--- src/rtl/mfq_pkg.sv ---
// shared types, constants and codes of the multilevel feedback queue scheduler
`timescale 1ns / 1ps
`default_nettype none
package mfq_pkg;

   // default sizes
   localparam int THREADS_DEF = 64;
   localparam int LEVELS_DEF  = 4;

   // field widths
   localparam int TID_W      = 6;
   localparam int OP_W       = 2;
   localparam int EV_W       = 2;
   localparam int RT_W       = 16;
   localparam int TQ_W       = 16;
   localparam int BP_W       = 8;
   localparam int ACC_W      = 32;
   localparam int THR_W      = TQ_W + BP_W;
   localparam int CSR_IDX_W  = 1;
   localparam int CSR_DATA_W = 16;

   // register reset values
   localparam logic [TQ_W-1:0] TQ_RESET = TQ_W'(10);
   localparam logic [BP_W-1:0] BP_RESET = BP_W'(8);

   // register indexes
   localparam logic [CSR_IDX_W-1:0] CSR_TIME_QUANTUM = 1'b0;
   localparam logic [CSR_IDX_W-1:0] CSR_BOOST_PERIOD = 1'b1;

   // operation codes
   typedef enum logic [OP_W-1:0] {
      OP_ADMIT    = 2'd0,
      OP_WAKE     = 2'd1,
      OP_SCHEDULE = 2'd2
   } op_type;

   // schedule reasons
   typedef enum logic [EV_W-1:0] {
      EV_TIMER   = 2'd0,
      EV_YIELD   = 2'd1,
      EV_BLOCKED = 2'd2,
      EV_EXITED  = 2'd3
   } event_type;

   // controller states
   typedef enum logic [3:0] {
      ST_IDLE,
      ST_ADMIT,
      ST_CHECK,
      ST_BST_START,
      ST_BST_WALK,
      ST_BST_NEXT,
      ST_BST_SPLICE,
      ST_DECIDE,
      ST_REQUEUE,
      ST_PICK,
      ST_PICK_LINK,
      ST_FINISH
   } state_type;

   // datapath commands
   typedef enum logic [3:0] {
      CMD_NONE,
      CMD_CAPTURE,
      CMD_ADMIT,
      CMD_CHECK,
      CMD_BST_START,
      CMD_BST_WALK,
      CMD_BST_NEXT,
      CMD_BST_SPLICE,
      CMD_DECIDE,
      CMD_REQUEUE,
      CMD_PICK,
      CMD_PICK_LINK,
      CMD_FINISH
   } cmd_type;

   // datapath status seen by the controller
   typedef struct packed {
      logic boost_hit;
      logic multi_level;
      logic lvl_nonempty;
      logic last_level;
      logic walk_last;
      logic running;
      logic keep;
      logic requeue_event;
      logic any_nonempty;
      logic pick_last;
      logic rsp_free;
   } status_type;

endpackage
`default_nettype wire

--- src/rtl/mfq_datapath.sv ---
// datapath: queues, thread memories, accumulator, configuration and result register
`timescale 1ns / 1ps
`default_nettype none
module mfq_datapath import mfq_pkg::*; #(
   parameter int THREADS = THREADS_DEF,
   parameter int LEVELS  = LEVELS_DEF
) (
   input  wire logic                  clock,
   input  wire logic                  reset,
   input  wire cmd_type               cmd,
   output status_type                 status,
   input  wire logic [OP_W-1:0]       req_operation,
   input  wire logic [TID_W-1:0]      req_thread_id,
   input  wire logic [EV_W-1:0]       req_event_kind,
   input  wire logic [RT_W-1:0]       req_run_time,
   input  wire logic                  csr_write_enable,
   input  wire logic [CSR_IDX_W-1:0]  csr_index,
   input  wire logic [CSR_DATA_W-1:0] csr_write_data,
   output logic                       rsp_valid,
   input  wire logic                  rsp_stall,
   output logic [TID_W-1:0]           rsp_run_thread,
   output logic                       rsp_idle,
   output logic                       rsp_kept,
   output logic                       rsp_boosted
);

   localparam int TW = $clog2(THREADS);
   localparam int LW = (LEVELS > 1) ? $clog2(LEVELS) : 1;

   // configuration
   logic [TQ_W-1:0]  tq_ff;
   logic [BP_W-1:0]  bp_ff;
   logic [THR_W-1:0] thr_ff;
   logic [TQ_W-1:0]  q_eff;

   always_ff @(posedge clock) begin
      if (reset) begin
         tq_ff <= TQ_RESET;
         bp_ff <= BP_RESET;
      end else if (csr_write_enable) begin
         case (csr_index)
            CSR_TIME_QUANTUM: tq_ff <= csr_write_data[TQ_W-1:0];
            CSR_BOOST_PERIOD: bp_ff <= csr_write_data[BP_W-1:0];
            default: ;
         endcase
      end
   end

   // boost threshold, period times quantum
   assign q_eff = (tq_ff == '0) ? TQ_W'(1) : tq_ff;
   always_ff @(posedge clock) begin
      thr_ff <= THR_W'(bp_ff) * THR_W'(q_eff);
   end

   // state registers
   logic [ACC_W-1:0] acc_ff, acc_in;
   logic [OP_W-1:0]  op_ff, op_in;
   logic [TID_W-1:0] tid_ff, tid_in;
   logic [EV_W-1:0]  ev_ff, ev_in;
   logic [RT_W-1:0]  rt_ff, rt_in;
   logic             kept_ff, kept_in;
   logic             boosted_ff, boosted_in;
   logic             requeue_ff, requeue_in;
   logic [TW-1:0]    run_ff, run_in;
   logic             rv_ff, rv_in;
   logic [TW-1:0]    walk_ff, walk_in;
   logic [LW-1:0]    ctr_ff, ctr_in;
   logic [LW-1:0]    pick_ff, pick_in;
   logic [TW-1:0]    head_ff [LEVELS];
   logic [TW-1:0]    head_in [LEVELS];
   logic [TW-1:0]    tail_ff [LEVELS];
   logic [TW-1:0]    tail_in [LEVELS];
   logic [LEVELS-1:0]  ne_ff, ne_in;
   logic [THREADS-1:0] queued_ff, queued_in;
   logic [THREADS-1:0] lvl_vld_ff, lvl_vld_in;
   logic             rsp_valid_ff, rsp_valid_in;
   logic [TID_W-1:0] rsp_thread_ff, rsp_thread_in;
   logic             rsp_idle_ff, rsp_idle_in;
   logic             rsp_kept_ff, rsp_kept_in;
   logic             rsp_boosted_ff, rsp_boosted_in;

   // thread memories
   logic [LW-1:0] level_mem [THREADS];
   logic [TW-1:0] link_mem [THREADS];
   logic [LW-1:0] lvl_q;
   logic          lvl_vq;
   logic [TW-1:0] link_q;
   logic [TW-1:0] lvl_rd_addr, link_rd_addr;
   logic          lw_en, kw_en;
   logic [TW-1:0] lw_addr, kw_addr;
   logic [LW-1:0] lw_data;
   logic [TW-1:0] kw_data;

   // helpers
   logic [TW-1:0]    tid_idx;
   logic             tid_ok;
   logic             admit_ok;
   logic [LW-1:0]    level_cur;
   logic [LW-1:0]    level_new;
   logic             keep;
   logic             any_ne;
   logic [LW-1:0]    pick_lvl;
   logic [TW-1:0]    pick_t;
   logic [ACC_W:0]   sum_wide;
   logic [ACC_W-1:0] acc_sat;
   logic             rsp_free;
   logic             push_en;
   logic [LW-1:0]    push_lvl;
   logic [TW-1:0]    push_t;

   assign tid_idx   = TW'(tid_ff);
   assign tid_ok    = 32'(tid_ff) < THREADS;
   assign admit_ok  = tid_ok && !queued_ff[tid_idx] && !(rv_ff && run_ff == tid_idx);
   assign level_cur = lvl_vq ? lvl_q : '0;
   assign level_new = ((rt_ff >= tq_ff) && (32'(level_cur) + 1 < LEVELS)) ?
                      LW'(level_cur + LW'(1)) : level_cur;
   assign keep      = (ev_ff == EV_TIMER) && (rt_ff < tq_ff);
   assign any_ne    = |ne_ff;
   assign sum_wide  = {1'b0, acc_ff} + (ACC_W+1)'(rt_ff);
   assign acc_sat   = sum_wide[ACC_W] ? '1 : sum_wide[ACC_W-1:0];
   assign rsp_free  = !rsp_valid_ff || !rsp_stall;

   // highest non-empty level
   always_comb begin
      pick_lvl = '0;
      for (int i = LEVELS - 1; i >= 0; i--) begin
         if (ne_ff[i]) pick_lvl = LW'(i);
      end
   end
   assign pick_t = head_ff[pick_lvl];

   // memory read addresses
   assign lvl_rd_addr  = (cmd == CMD_CAPTURE) ? TW'(req_thread_id) : run_ff;
   assign link_rd_addr = (cmd == CMD_PICK) ? pick_t : walk_ff;

   // registered memory reads
   always_ff @(posedge clock) begin
      lvl_q  <= level_mem[lvl_rd_addr];
      lvl_vq <= lvl_vld_ff[lvl_rd_addr];
      link_q <= link_mem[link_rd_addr];
   end

   // memory writes
   always_ff @(posedge clock) begin
      if (lw_en) level_mem[lw_addr] <= lw_data;
      if (kw_en) link_mem[kw_addr] <= kw_data;
   end

   // next state
   always_comb begin
      acc_in         = acc_ff;
      op_in          = op_ff;
      tid_in         = tid_ff;
      ev_in          = ev_ff;
      rt_in          = rt_ff;
      kept_in        = kept_ff;
      boosted_in     = boosted_ff;
      requeue_in     = requeue_ff;
      run_in         = run_ff;
      rv_in          = rv_ff;
      walk_in        = walk_ff;
      ctr_in         = ctr_ff;
      pick_in        = pick_ff;
      head_in        = head_ff;
      tail_in        = tail_ff;
      ne_in          = ne_ff;
      queued_in      = queued_ff;
      lvl_vld_in     = lvl_vld_ff;
      rsp_valid_in   = rsp_valid_ff && rsp_stall;
      rsp_thread_in  = rsp_thread_ff;
      rsp_idle_in    = rsp_idle_ff;
      rsp_kept_in    = rsp_kept_ff;
      rsp_boosted_in = rsp_boosted_ff;
      lw_en    = 1'b0;
      lw_addr  = run_ff;
      lw_data  = '0;
      kw_en    = 1'b0;
      kw_addr  = tail_ff[0];
      kw_data  = '0;
      push_en  = 1'b0;
      push_lvl = '0;
      push_t   = run_ff;

      case (cmd)
         CMD_CAPTURE: begin
            op_in      = req_operation;
            tid_in     = req_thread_id;
            ev_in      = req_event_kind;
            rt_in      = req_run_time;
            kept_in    = 1'b0;
            boosted_in = 1'b0;
            requeue_in = 1'b0;
         end
         CMD_ADMIT: begin
            if (admit_ok) begin
               push_en  = 1'b1;
               push_t   = tid_idx;
               push_lvl = (op_ff == OP_ADMIT) ? '0 : level_cur;
               if (op_ff == OP_ADMIT) begin
                  lw_en   = 1'b1;
                  lw_addr = tid_idx;
                  lw_data = '0;
               end
            end
         end
         CMD_CHECK: begin
            if (acc_ff >= ACC_W'(thr_ff)) begin
               acc_in     = '0;
               boosted_in = 1'b1;
               ctr_in     = LW'(1);
            end
         end
         CMD_BST_START: begin
            if (ne_ff[ctr_ff]) walk_in = head_ff[ctr_ff];
            else ctr_in = LW'(ctr_ff + LW'(1));
         end
         CMD_BST_WALK: begin
            lw_en   = 1'b1;
            lw_addr = walk_ff;
            lw_data = '0;
         end
         CMD_BST_NEXT: begin
            walk_in = link_q;
         end
         CMD_BST_SPLICE: begin
            // append the whole list of this level behind the top level
            if (ne_ff[0]) begin
               kw_en   = 1'b1;
               kw_addr = tail_ff[0];
               kw_data = head_ff[ctr_ff];
            end else begin
               head_in[0] = head_ff[ctr_ff];
               ne_in[0]   = 1'b1;
            end
            tail_in[0]     = tail_ff[ctr_ff];
            ne_in[ctr_ff]  = 1'b0;
            ctr_in         = LW'(ctr_ff + LW'(1));
         end
         CMD_DECIDE: begin
            if (rv_ff) begin
               if (keep) kept_in = 1'b1;
               else if (ev_ff == EV_BLOCKED || ev_ff == EV_EXITED) acc_in = acc_sat;
            end
         end
         CMD_REQUEUE: begin
            lw_en      = 1'b1;
            lw_addr    = run_ff;
            lw_data    = level_new;
            push_en    = 1'b1;
            push_t     = run_ff;
            push_lvl   = level_new;
            requeue_in = 1'b1;
         end
         CMD_PICK: begin
            if (any_ne) begin
               queued_in[pick_t] = 1'b0;
               run_in  = pick_t;
               rv_in   = 1'b1;
               pick_in = pick_lvl;
               if (pick_t == tail_ff[pick_lvl]) ne_in[pick_lvl] = 1'b0;
               if (requeue_ff && pick_t != run_ff) acc_in = acc_sat;
            end else begin
               rv_in  = 1'b0;
               run_in = '0;
            end
         end
         CMD_PICK_LINK: begin
            head_in[pick_ff] = link_q;
         end
         CMD_FINISH: begin
            if (rsp_free) begin
               rsp_valid_in   = 1'b1;
               rsp_thread_in  = rv_ff ? TID_W'(run_ff) : '0;
               rsp_idle_in    = !rv_ff;
               rsp_kept_in    = kept_ff;
               rsp_boosted_in = boosted_ff;
            end
         end
         default: ;
      endcase

      // append one thread to a level
      if (push_en) begin
         if (ne_ff[push_lvl]) begin
            kw_en   = 1'b1;
            kw_addr = tail_ff[push_lvl];
            kw_data = push_t;
         end else begin
            head_in[push_lvl] = push_t;
            ne_in[push_lvl]   = 1'b1;
         end
         tail_in[push_lvl] = push_t;
         queued_in[push_t] = 1'b1;
      end

      if (lw_en) lvl_vld_in[lw_addr] = 1'b1;
   end

   // control registers
   always_ff @(posedge clock) begin
      if (reset) begin
         acc_ff       <= '0;
         run_ff       <= '0;
         rv_ff        <= 1'b0;
         ne_ff        <= '0;
         queued_ff    <= '0;
         lvl_vld_ff   <= '0;
         rsp_valid_ff <= 1'b0;
      end else begin
         acc_ff       <= acc_in;
         run_ff       <= run_in;
         rv_ff        <= rv_in;
         ne_ff        <= ne_in;
         queued_ff    <= queued_in;
         lvl_vld_ff   <= lvl_vld_in;
         rsp_valid_ff <= rsp_valid_in;
      end
   end

   // payload registers
   always_ff @(posedge clock) begin
      op_ff          <= op_in;
      tid_ff         <= tid_in;
      ev_ff          <= ev_in;
      rt_ff          <= rt_in;
      kept_ff        <= kept_in;
      boosted_ff     <= boosted_in;
      requeue_ff     <= requeue_in;
      walk_ff        <= walk_in;
      ctr_ff         <= ctr_in;
      pick_ff        <= pick_in;
      head_ff        <= head_in;
      tail_ff        <= tail_in;
      rsp_thread_ff  <= rsp_thread_in;
      rsp_idle_ff    <= rsp_idle_in;
      rsp_kept_ff    <= rsp_kept_in;
      rsp_boosted_ff <= rsp_boosted_in;
   end

   // status to the controller
   always_comb begin
      status.boost_hit     = acc_ff >= ACC_W'(thr_ff);
      status.multi_level   = LEVELS > 1;
      status.lvl_nonempty  = ne_ff[ctr_ff];
      status.last_level    = 32'(ctr_ff) == LEVELS - 1;
      status.walk_last     = walk_ff == tail_ff[ctr_ff];
      status.running       = rv_ff;
      status.keep          = keep;
      status.requeue_event = (ev_ff == EV_TIMER) || (ev_ff == EV_YIELD);
      status.any_nonempty  = any_ne;
      status.pick_last     = pick_t == tail_ff[pick_lvl];
      status.rsp_free      = rsp_free;
   end

   assign rsp_valid      = rsp_valid_ff;
   assign rsp_run_thread = rsp_thread_ff;
   assign rsp_idle       = rsp_idle_ff;
   assign rsp_kept       = rsp_kept_ff;
   assign rsp_boosted    = rsp_boosted_ff;

endmodule
`default_nettype wire

--- src/rtl/mfq_controller.sv ---
// controller state machine that sequences admit, wake, boost and dispatch steps
`timescale 1ns / 1ps
`default_nettype none
module mfq_controller import mfq_pkg::*; (
   input  wire logic            clock,
   input  wire logic            reset,
   input  wire logic            req_valid,
   input  wire logic [OP_W-1:0] req_operation,
   output logic                 req_stall,
   output cmd_type              cmd,
   input  wire status_type      status
);

   state_type state_ff, state_in;

   // state register
   always_ff @(posedge clock) begin
      if (reset) state_ff <= ST_IDLE;
      else state_ff <= state_in;
   end

   // next state and commands
   always_comb begin
      state_in  = state_ff;
      cmd       = CMD_NONE;
      req_stall = 1'b1;
      case (state_ff)
         ST_IDLE: begin
            req_stall = 1'b0;
            if (req_valid) begin
               cmd = CMD_CAPTURE;
               case (req_operation)
                  OP_ADMIT, OP_WAKE: state_in = ST_ADMIT;
                  OP_SCHEDULE:       state_in = ST_CHECK;
                  default:           state_in = ST_FINISH;
               endcase
            end
         end
         ST_ADMIT: begin
            cmd      = CMD_ADMIT;
            state_in = ST_FINISH;
         end
         ST_CHECK: begin
            cmd = CMD_CHECK;
            if (status.boost_hit && status.multi_level) state_in = ST_BST_START;
            else state_in = ST_DECIDE;
         end
         ST_BST_START: begin
            cmd = CMD_BST_START;
            if (status.lvl_nonempty) state_in = ST_BST_WALK;
            else if (status.last_level) state_in = ST_DECIDE;
         end
         ST_BST_WALK: begin
            cmd = CMD_BST_WALK;
            state_in = status.walk_last ? ST_BST_SPLICE : ST_BST_NEXT;
         end
         ST_BST_NEXT: begin
            cmd      = CMD_BST_NEXT;
            state_in = ST_BST_WALK;
         end
         ST_BST_SPLICE: begin
            cmd = CMD_BST_SPLICE;
            state_in = status.last_level ? ST_DECIDE : ST_BST_START;
         end
         ST_DECIDE: begin
            cmd = CMD_DECIDE;
            if (!status.running) state_in = ST_PICK;
            else if (status.keep) state_in = ST_FINISH;
            else if (status.requeue_event) state_in = ST_REQUEUE;
            else state_in = ST_PICK;
         end
         ST_REQUEUE: begin
            cmd      = CMD_REQUEUE;
            state_in = ST_PICK;
         end
         ST_PICK: begin
            cmd = CMD_PICK;
            if (!status.any_nonempty || status.pick_last) state_in = ST_FINISH;
            else state_in = ST_PICK_LINK;
         end
         ST_PICK_LINK: begin
            cmd      = CMD_PICK_LINK;
            state_in = ST_FINISH;
         end
         ST_FINISH: begin
            cmd = CMD_FINISH;
            if (status.rsp_free) state_in = ST_IDLE;
         end
         default: state_in = ST_IDLE;
      endcase
   end

endmodule
`default_nettype wire

--- src/rtl/multilevel_feedback_queue_scheduler.sv ---
// top level of the multilevel feedback queue scheduler
`timescale 1ns / 1ps
`default_nettype none
// Thread scheduler with LEVELS priority FIFOs linked through a per-thread link
// memory. One transaction is taken at a time. A schedule transaction takes
// longer for each thread moved and each lower level visited when a priority
// boost walks the lower queues to reset their levels. The sequencer works with
// registered reads of the level and link memories. A finished result sits in an
// output register, and the next transaction is accepted as soon as the
// sequencer is back in idle.
module multilevel_feedback_queue_scheduler import mfq_pkg::*; #(
   parameter int THREADS = THREADS_DEF,
   parameter int LEVELS  = LEVELS_DEF
) (
   input  wire logic                  clock,
   input  wire logic                  reset,
   input  wire logic                  req_valid,
   output logic                       req_stall,
   input  wire logic [OP_W-1:0]       req_operation,
   input  wire logic [TID_W-1:0]      req_thread_id,
   input  wire logic [EV_W-1:0]       req_event_kind,
   input  wire logic [RT_W-1:0]       req_run_time,
   output logic                       rsp_valid,
   input  wire logic                  rsp_stall,
   output logic [TID_W-1:0]           rsp_run_thread,
   output logic                       rsp_idle,
   output logic                       rsp_kept,
   output logic                       rsp_boosted,
   input  wire logic                  csr_write_enable,
   input  wire logic [CSR_IDX_W-1:0]  csr_index,
   input  wire logic [CSR_DATA_W-1:0] csr_write_data
);

   cmd_type    cmd;
   status_type status;

   // sequencer
   mfq_controller u_controller (
      .clock         (clock),
      .reset         (reset),
      .req_valid     (req_valid),
      .req_operation (req_operation),
      .req_stall     (req_stall),
      .cmd           (cmd),
      .status        (status)
   );

   // queues, memories and result register
   mfq_datapath #(
      .THREADS (THREADS),
      .LEVELS  (LEVELS)
   ) u_datapath (
      .clock            (clock),
      .reset            (reset),
      .cmd              (cmd),
      .status           (status),
      .req_operation    (req_operation),
      .req_thread_id    (req_thread_id),
      .req_event_kind   (req_event_kind),
      .req_run_time     (req_run_time),
      .csr_write_enable (csr_write_enable),
      .csr_index        (csr_index),
      .csr_write_data   (csr_write_data),
      .rsp_valid        (rsp_valid),
      .rsp_stall        (rsp_stall),
      .rsp_run_thread   (rsp_run_thread),
      .rsp_idle         (rsp_idle),
      .rsp_kept         (rsp_kept),
      .rsp_boosted      (rsp_boosted)
   );

endmodule
`default_nettype wire

--- config.mk ---
export PLATFORM = sky130hd
export DESIGN_NAME = multilevel_feedback_queue_scheduler
export DESIGN_NICKNAME = d
export VERILOG_FILES = /design/src/rtl/mfq_pkg.sv /design/src/rtl/mfq_datapath.sv /design/src/rtl/mfq_controller.sv /design/src/rtl/multilevel_feedback_queue_scheduler.sv
export SDC_FILE = /design/constraint.sdc
export NUM_CORES = 2
export LEC_CHECK = 0
export ABC_AREA = 1
export BUFFER_PORTS_ARGS = -buffer_cell sky130_fd_sc_hd__buf_2
export CAP_MARGIN = 40
export CORE_UTILIZATION = 65
export DETAILED_ROUTE_END_ITERATION = 12
export PLACE_DENSITY = 0.8
export RECOVER_POWER = 25
export SLEW_MARGIN = 10
export SYNTH_ARGS = -nofsm -noshare
export SYNTH_HDL_FRONTEND = slang
export SYNTH_SLANG_ARGS = --single-unit
--- constraint.sdc ---
create_clock -name clock -period 9.25 [get_ports clock]
set_clock_uncertainty 0.05 [all_clocks]
set_input_delay 1.3875 -clock clock [delete_from_list [all_inputs] [get_ports clock]]
set_output_delay 1.3875 -clock clock [all_outputs]
set_load 0.05 [all_outputs]
### Word level (Yosys, flattened, before mapping)

Memory sizes are Yosys's and may differ from the RTL's. A register that Yosys moved wholly into a read port is not among the register bits.
Index checks and enable logic that the tools add are counted.

* input bits: 48
* word-level logic and storage cells: 307
* bits in registers: 321
* RAM bits: 512
* output and inout port bits: 11
* latch bits: 0
* bits in read-only memories: 0
* memories: 2

Memory list
* u_datapath.link_mem: depth 64, bits a word 6, rd ports 1, clocked after memory_dff 1, write ports 1, line mfq_datapath.sv:84 `logic [TW-1:0] link_mem [THREADS];`
* u_datapath.level_mem: depth 64, bits a word 2, rd ports 1, clocked after memory_dff 1, write ports 1, line mfq_datapath.sv:83 `logic [LW-1:0] level_mem [THREADS];`

* multipliers: 1
* add/sub/neg operators: 4
* $lt $le $gt $ge: 24
* muxes and demuxes: 134
* shift-type cells: 0
* bitwise logic cells: 14
* equal/unequal tests: 45
* divide/modulo/power cells: 0
* reductions and logical operators: 49

Operators with widths (number)
* $mux W32: 7
* $mux W64: 3
* $mux W6: 28
* $or A64 B64 Y64: 2
* $pmux W32 S3: 1
* $bwmux W24: 3
* $mux W24: 3
* $and A64 B64 Y64: 1
* $not A64 Y64: 1
* $bmux W6 S2: 5
* $pmux W4 S12: 1
* $pmux W4 S11: 1
* $mux W4: 10
* $eq A4 B4 Y1 const B: 9
* $pmux W6 S2: 3
* $lt A6 B7 Y1 const B: 5
* $add A32 B16 Y33: 1
* $eq A4 B3 Y1 const B: 8
* $ge A32 B24 Y1: 1
* $lt A32 B3 Y1 const B: 1
* $mux W1: 32
* $demux W6 S2: 2
* $mul A8 B16 Y24: 1
* $mux W2: 12
* 47 further kinds: 130

### Logic depth before layout (Yosys ltp)

* depth in word-level cells: 18
* depth in mapped cells: 29
* gate-level depth less buffers: 28

### Modules after synthesis

Synthesis repeated with hierarchy kept, for this count alone.

* cell total of the unflattened synthesis: 4623
* area total of the unflattened synthesis: 42400.7 µm²

By module, submodules not included
* mfq_datapath: area an instance 41959.0 µm², sequential area each 22541.6 µm², instances 1, cells each 4538
* mfq_controller: area an instance 441.7 µm², sequential area each 80.1 µm², instances 1, cells each 85

### Least setup slack after synthesis

Ideal clock, no wire load.

* path type: flip-flop to flip-flop
* start: register u_datapath.tq_ff[9]
* end: memory u_datapath.link_mem[0][3] in the netlist's numbering, data pin
* path slack: 3.050 ns
* cell stages (with the launch flop): 19
* period minus slack after synthesis: 6.200 ns
* arrival: 5.597 ns
* required time: 8.647 ns
* library setup time: 0.553 ns
* buffers on the path: 1
* cell sequence: dfxtp_1 > clkbuf_1 > inv_1 > ha_1 > nand2_1 > inv_1 > o21ai_0 > a21oi_1 > nor2_1 > nand3_1 > nand2_1 > o21ai_0 > nor2_1 > nor2_8 > inv_4 > nand2_4 > nand2_4 > nand2_1 > o22ai_1

* word-level cells in the longest chain between the ends: 8

RTL lines
* from (decl): line mfq_datapath.sv:31 `logic [TQ_W-1:0] tq_ff;`
* from (signal assigned): line mfq_datapath.sv:42 `CSR_TIME_QUANTUM: tq_ff <= csr_write_data[TQ_W-1:0];`
* $ge A16 B16 Y1: line mfq_datapath.sv:115 `assign level_new = ((rt_ff >= tq_ff) && (32'(level_cur) + 1 < LEVELS)) ?`
* $logic_and A1 B1 Y1: line mfq_datapath.sv:115
* $mux W2: line mfq_datapath.sv:115
* $pmux W2 S2: line mfq_datapath.sv:184 `case (cmd)`
* $bmux W1 S2: line mfq_datapath.sv:284 `if (ne_ff[push_lvl]) begin`
* $mux W1 (not written as such): line mfq_datapath.sv:284
* $mux W6: line mfq_datapath.sv:284
* $mux W6: line mfq_datapath.sv:283 `if (push_en) begin`
* via u_datapath.kw_data[3]: line mfq_datapath.sv:92 `logic [TW-1:0] kw_data;`
* to (decl): line mfq_datapath.sv:84

The timed path passes the listed nets, and every way through them passes these cells. The select of a mux whose other input is x is not followed.

### Worst setup path in the final report

* start: register u_datapath.tid_ff[2]
* end: memory u_datapath.link_mem[35][0] in the netlist's numbering, data pin

* word-level cells in the longest chain between the ends: 10
* elaborated cells on any way between the ends: 17
* those cells by class: eq/ne: 1; mux: 12; reduce/logical: 4

RTL lines
* from (decl): line mfq_datapath.sv:58 `logic [TID_W-1:0] tid_ff, tid_in;`
* from (signal assigned): line mfq_datapath.sv:323 `tid_ff <= tid_in;`
* $bmux W1 S6 / $eq A6 B6 Y1 (equally long branches): line mfq_datapath.sv:113 `assign admit_ok = tid_ok && !queued_ff[tid_idx] && !(rv_ff && run_ff == tid_idx);`
* $mux W1 (not written as such) / $logic_and A1 B1 Y1 (equally long branches): line mfq_datapath.sv:113
* $logic_not A1 Y1: line mfq_datapath.sv:113
* $logic_and A1 B1 Y1 (*): line mfq_datapath.sv:113
* $mux W2: line mfq_datapath.sv:195 `if (admit_ok) begin`
* $pmux W2 S2: line mfq_datapath.sv:184
* $bmux W1 S2: line mfq_datapath.sv:284
* $mux W1 (not written as such): line mfq_datapath.sv:284
* $mux W6: line mfq_datapath.sv:284
* $mux W6 (*): line mfq_datapath.sv:283
* via u_datapath.kw_data[0]: line mfq_datapath.sv:92

The timed path passes the listed nets; every way through them passes the cells marked *. The select of a mux whose other input is x is not followed.

==> key figures <==
Run status
  • Status: finished, violations left
  • Failing checks: max-capacitance violations, max-slew violations

GRT
  • Initial antenna violation count: 0
  • Largest net degree at the start of global routing: 98
  • Total GRT Usage: 33.3%
  • Gr ovfl total: 0
  • First-pass GRT wire length: 175000 um
  • Vias in the first global route: 32200

Timing
  • Tcrit/Tclk final: 78.3%
  • Setup TNS Final: 0 ps
  • Relative slew margins: -178%
  • Tightest Pin Transition: 4180 ps
  • RSZ-0062 raised after global routing: false
  • Max Freq: 138 MHz
  • WHS: 383 ps
  • Slew Limit Fails: 249
  • Tmin final: 7240 ps
  • Setup-failing EPs final: 0
  • Worst Slack Setup Final: 2010 ps
  • Fin. Hold Viols: 0

Clock tree
  • Clock-pin slew on the worst setup and hold paths: 70 ps
  • CTS resizes: 0
  • H-tree Lvls: 3
  • CTS tree: built
  • Worst-Skew Late Latency: 660 ps
  • CTS Buf Count: 84
  • Clock Path Buffers: 3
  • Clock Sinks: 841
  • Root Buffer Master: clkbuf_16
  • # Post-CTS Setup Buffers: 0
  • # hold bufs at CTS: 0

Min path
  • Hold_sp: u_datapath.boosted_ff
  • HP Class: reg2reg

Detailed routing
  • Routed wire length: 111000 um
  • Drt initial violations: 4293
  • Avg WL per Cell: 20.2 um
  • Residual DRC: 0
  • DR vias: 33900
  • ANT nets after route: 0
  • Drt pass-1 iters: 9
  • Via-per-instance ratio: 6.17

Power
  • Combinational power share: 26.0%
  • Pleak: 17.5 nW
  • Switching Share: 34.6%
  • Internal power: 7.04 mW
  • Overall Power: 10.8 mW
  • Clk pwr share: 32.9%
  • Switch Pwr: 3.72 mW
  • Sequential share of power: 41.1%
  • Power density cells: 233 nW/um^2
  • Peak VDD IR: 0.000165 V

Layout
  • Commonest non-fill, non-tap cell in the layout: nand2_1
  • Share of layout cells above drive strength 1: 7.55%
  • Post-route insts no fill: 5493
  • Area delta synth->final: 8.71%
  • Most frequent cells in the layout: nand2_1 (787), edfxtp_1 (578), nor2_1 (550), inv_1 (483), o21ai_0 (462)
  • Fill count: 4707
  • Final #Nets: 4804

Logic synthesis
  • Post-synth EDFFs: 578
  • Top_reg_cell synth: edfxtp_1
  • Synth cell types: 64
  • Synthesized net count: 4849
  • Yosys warns: 0
  • Sequential-to-total area share from yosys stat: 53.2%
  • Mean post-synth cell area: 9.22 sq um
  • Count of state elements after synthesis: 841
  • Post-synthesis cell count: 4611
  • Cell Area, Synth: 42500 sq um
  • Async S/R FF share, synth: 0%

Setup path
  • Crit path DAT: 7470 ps
  • Crit-path most repeated cell: nand3_1
  • WS Path Type: reg2reg
  • CP max stage cell: o21ai_0
  • Critical Path RT: 9480 ps
  • Setup crit start kind: register
  • Crit Path Max Fanout: 64
  • Crit path launch: u_datapath.tid_ff[2]
  • Worst Path Buf+Inv: 3
  • Crit-path leading delay family: buffers and inverters
  • Worst reg-to-reg setup slack: 2010 ps
  • Setup crit end kind: register
  • Crit-path max cell delay: 1940 ps
  • Worst R2R Start: u_datapath.tid_ff[2]
  • Crit-path cells: clkinv_1 > nand3_1 > nand2_1 > nand2_1 > nand3_1 > nand3_1 > nand3_1 > o21ai_0 > clkinvlp_2 > nand2_1 > o21ai_4 > buf_4

Place
  • Final RePlAce weighted congestion: 0.956
  • PortBufs: 58
  • Placed insts: 5335
  • HPWL Detailed: 70700 um
  • Worst slack at placement: 3590 ps

Floorplan
  • Die H: 258 um
  • Site Rows: 93
  • Io pins: 59
  • Core area: 64600 sq um
  • Initial core utilization: 65.8%
  • Chip Width: 258 um
  • Die ar.: 66400 sq um

Flow run
  • Max-cap violations: 5
==> per-layer routing <==
metal,up-vias,wire [um],GRT usage [%]
met2,1984,52000,53.2
li1,15600,-,-
met3,329,11100,5.38
met1,16000,43200,45.1
met4,0,4660,14.8
met5,-,0,0
==> logic make-up (layout without fill, tap and decap cells) <==
logic type | Yosys count | count (layout) | synth area share, %
AND/OR/NAND/NOR | 1727 | 1727 | 17.6
adder cells (fa/ha/maj) | 190 | 190 | 7.09
XOR/XNOR | 53 | 53 | 1.09
flip-flops | 841 | 841 | 53.2
other | 0 | 1 | 0
AO/OA/AOI/OAI | 1017 | 1017 | 13.8
buffers and inverters | 783 | 809 | 7.20
==> area by class of cell <==
type                    instances  area [sq um]  area share (%)
inverters                     548          2070            4.48
well taps                     855          1070            2.31
clock buffers                 108          2310            5.01
clock inverters                49           596            1.29
flip-flops and latches        841         22600            48.9
diodes                          1          2.50         0.00541
repair buffers                104           644            1.39
multi-input cells            2987         16900            36.6
==> sequential cells by signal, summed over array words and instances, names as in the netlist, 2 cells and up, named ones only <==
signal                     cells
u_controller.state_ff          4
u_datapath.acc_ff             32
u_datapath.bp_ff               8
u_datapath.ctr_ff              2
u_datapath.ev_ff               2
u_datapath.head_ff            24
u_datapath.level_mem         128
u_datapath.link_mem          384
u_datapath.link_q              6
u_datapath.lvl_q               2
u_datapath.lvl_vld_ff         64
u_datapath.ne_ff               4
u_datapath.op_ff               2
u_datapath.pick_ff             2
u_datapath.queued_ff          64
u_datapath.rsp_run_thread      6
u_datapath.rt_ff              16
u_datapath.run_ff              6
u_datapath.tail_ff             6
u_datapath.thr_ff             24
u_datapath.tid_ff              6
u_datapath.tq_ff              16
u_datapath.walk_ff             6
==> power groups by stage <==
stage / clock [mW] / sequential, mW / combinational (mW)
5_1_grt: 3.71 / 4.43 / 3.05
3_5_place_dp: 0 / 4.48 / 2.75
4_1_cts: 3.56 / 4.40 / 2.77
3_3_place_gp: 0 / 4.48 / 2.65
2_1_floorplan: 0 / 4.41 / 1.98
6_report: 3.54 / 4.42 / 2.80
==> worst paths after layout <==
path | endpoint | cells after the start
worst max-delay path | u_datapath.link_mem[35][0] | 12
worst min-delay path | u_datapath.rsp_boosted | 0
worst max register to register | u_datapath.link_mem[35][0] | 12
worst min register to register | u_datapath.rsp_boosted | 0
==> metrics by stage <==
| step | area [sq um] | util, % |
|---|---|---|
| 6_report | 46200 | 71.6 |
| 5_1_grt | 46200 | 71.6 |
| 4_1_cts | 46400 | 71.8 |
| 3_5_place_dp | 43500 | 67.3 |
| 3_3_place_gp | 43300 | 67.0 |
| 2_1_floorplan | 42500 | - |
==> synthesized netlist by cell type (all sizes together), types with 2 or more instances <==
cell / n / share of area [%]
clkbuf: 181 / 1.6
ha: 105 / 3.1
o21bai: 5 / 0.12
a32o: 3 / 0.071
edfxtp: 578 / 41
o31ai: 7 / 0.12
a31oi: 6 / 0.12
or2: 6 / 0.088
buf: 54 / 0.74
xnor2: 18 / 0.37
o311ai: 5 / 0.10
o21ai: 505 / 6.0
clkinv: 2 / 0.018
nand2: 800 / 7.2
fa: 85 / 4.0
o22ai: 28 / 0.41
xor2: 35 / 0.72
nand3: 245 / 3.0
nor3: 18 / 0.25
nor2: 578 / 5.4
o211ai: 41 / 0.72
a21oi: 277 / 3.3
a211oi: 2 / 0.035
o2111ai: 2 / 0.041
nand4: 56 / 0.96
o221ai: 121 / 2.5
a21o: 3 / 0.053
nor4: 17 / 0.53
a311oi: 3 / 0.062
a21boi: 2 / 0.035
o21a: 6 / 0.14
inv: 546 / 4.8
dfxtp: 263 / 12
nand3b: 4 / 0.071
Power figures use the tool's default switching activity.
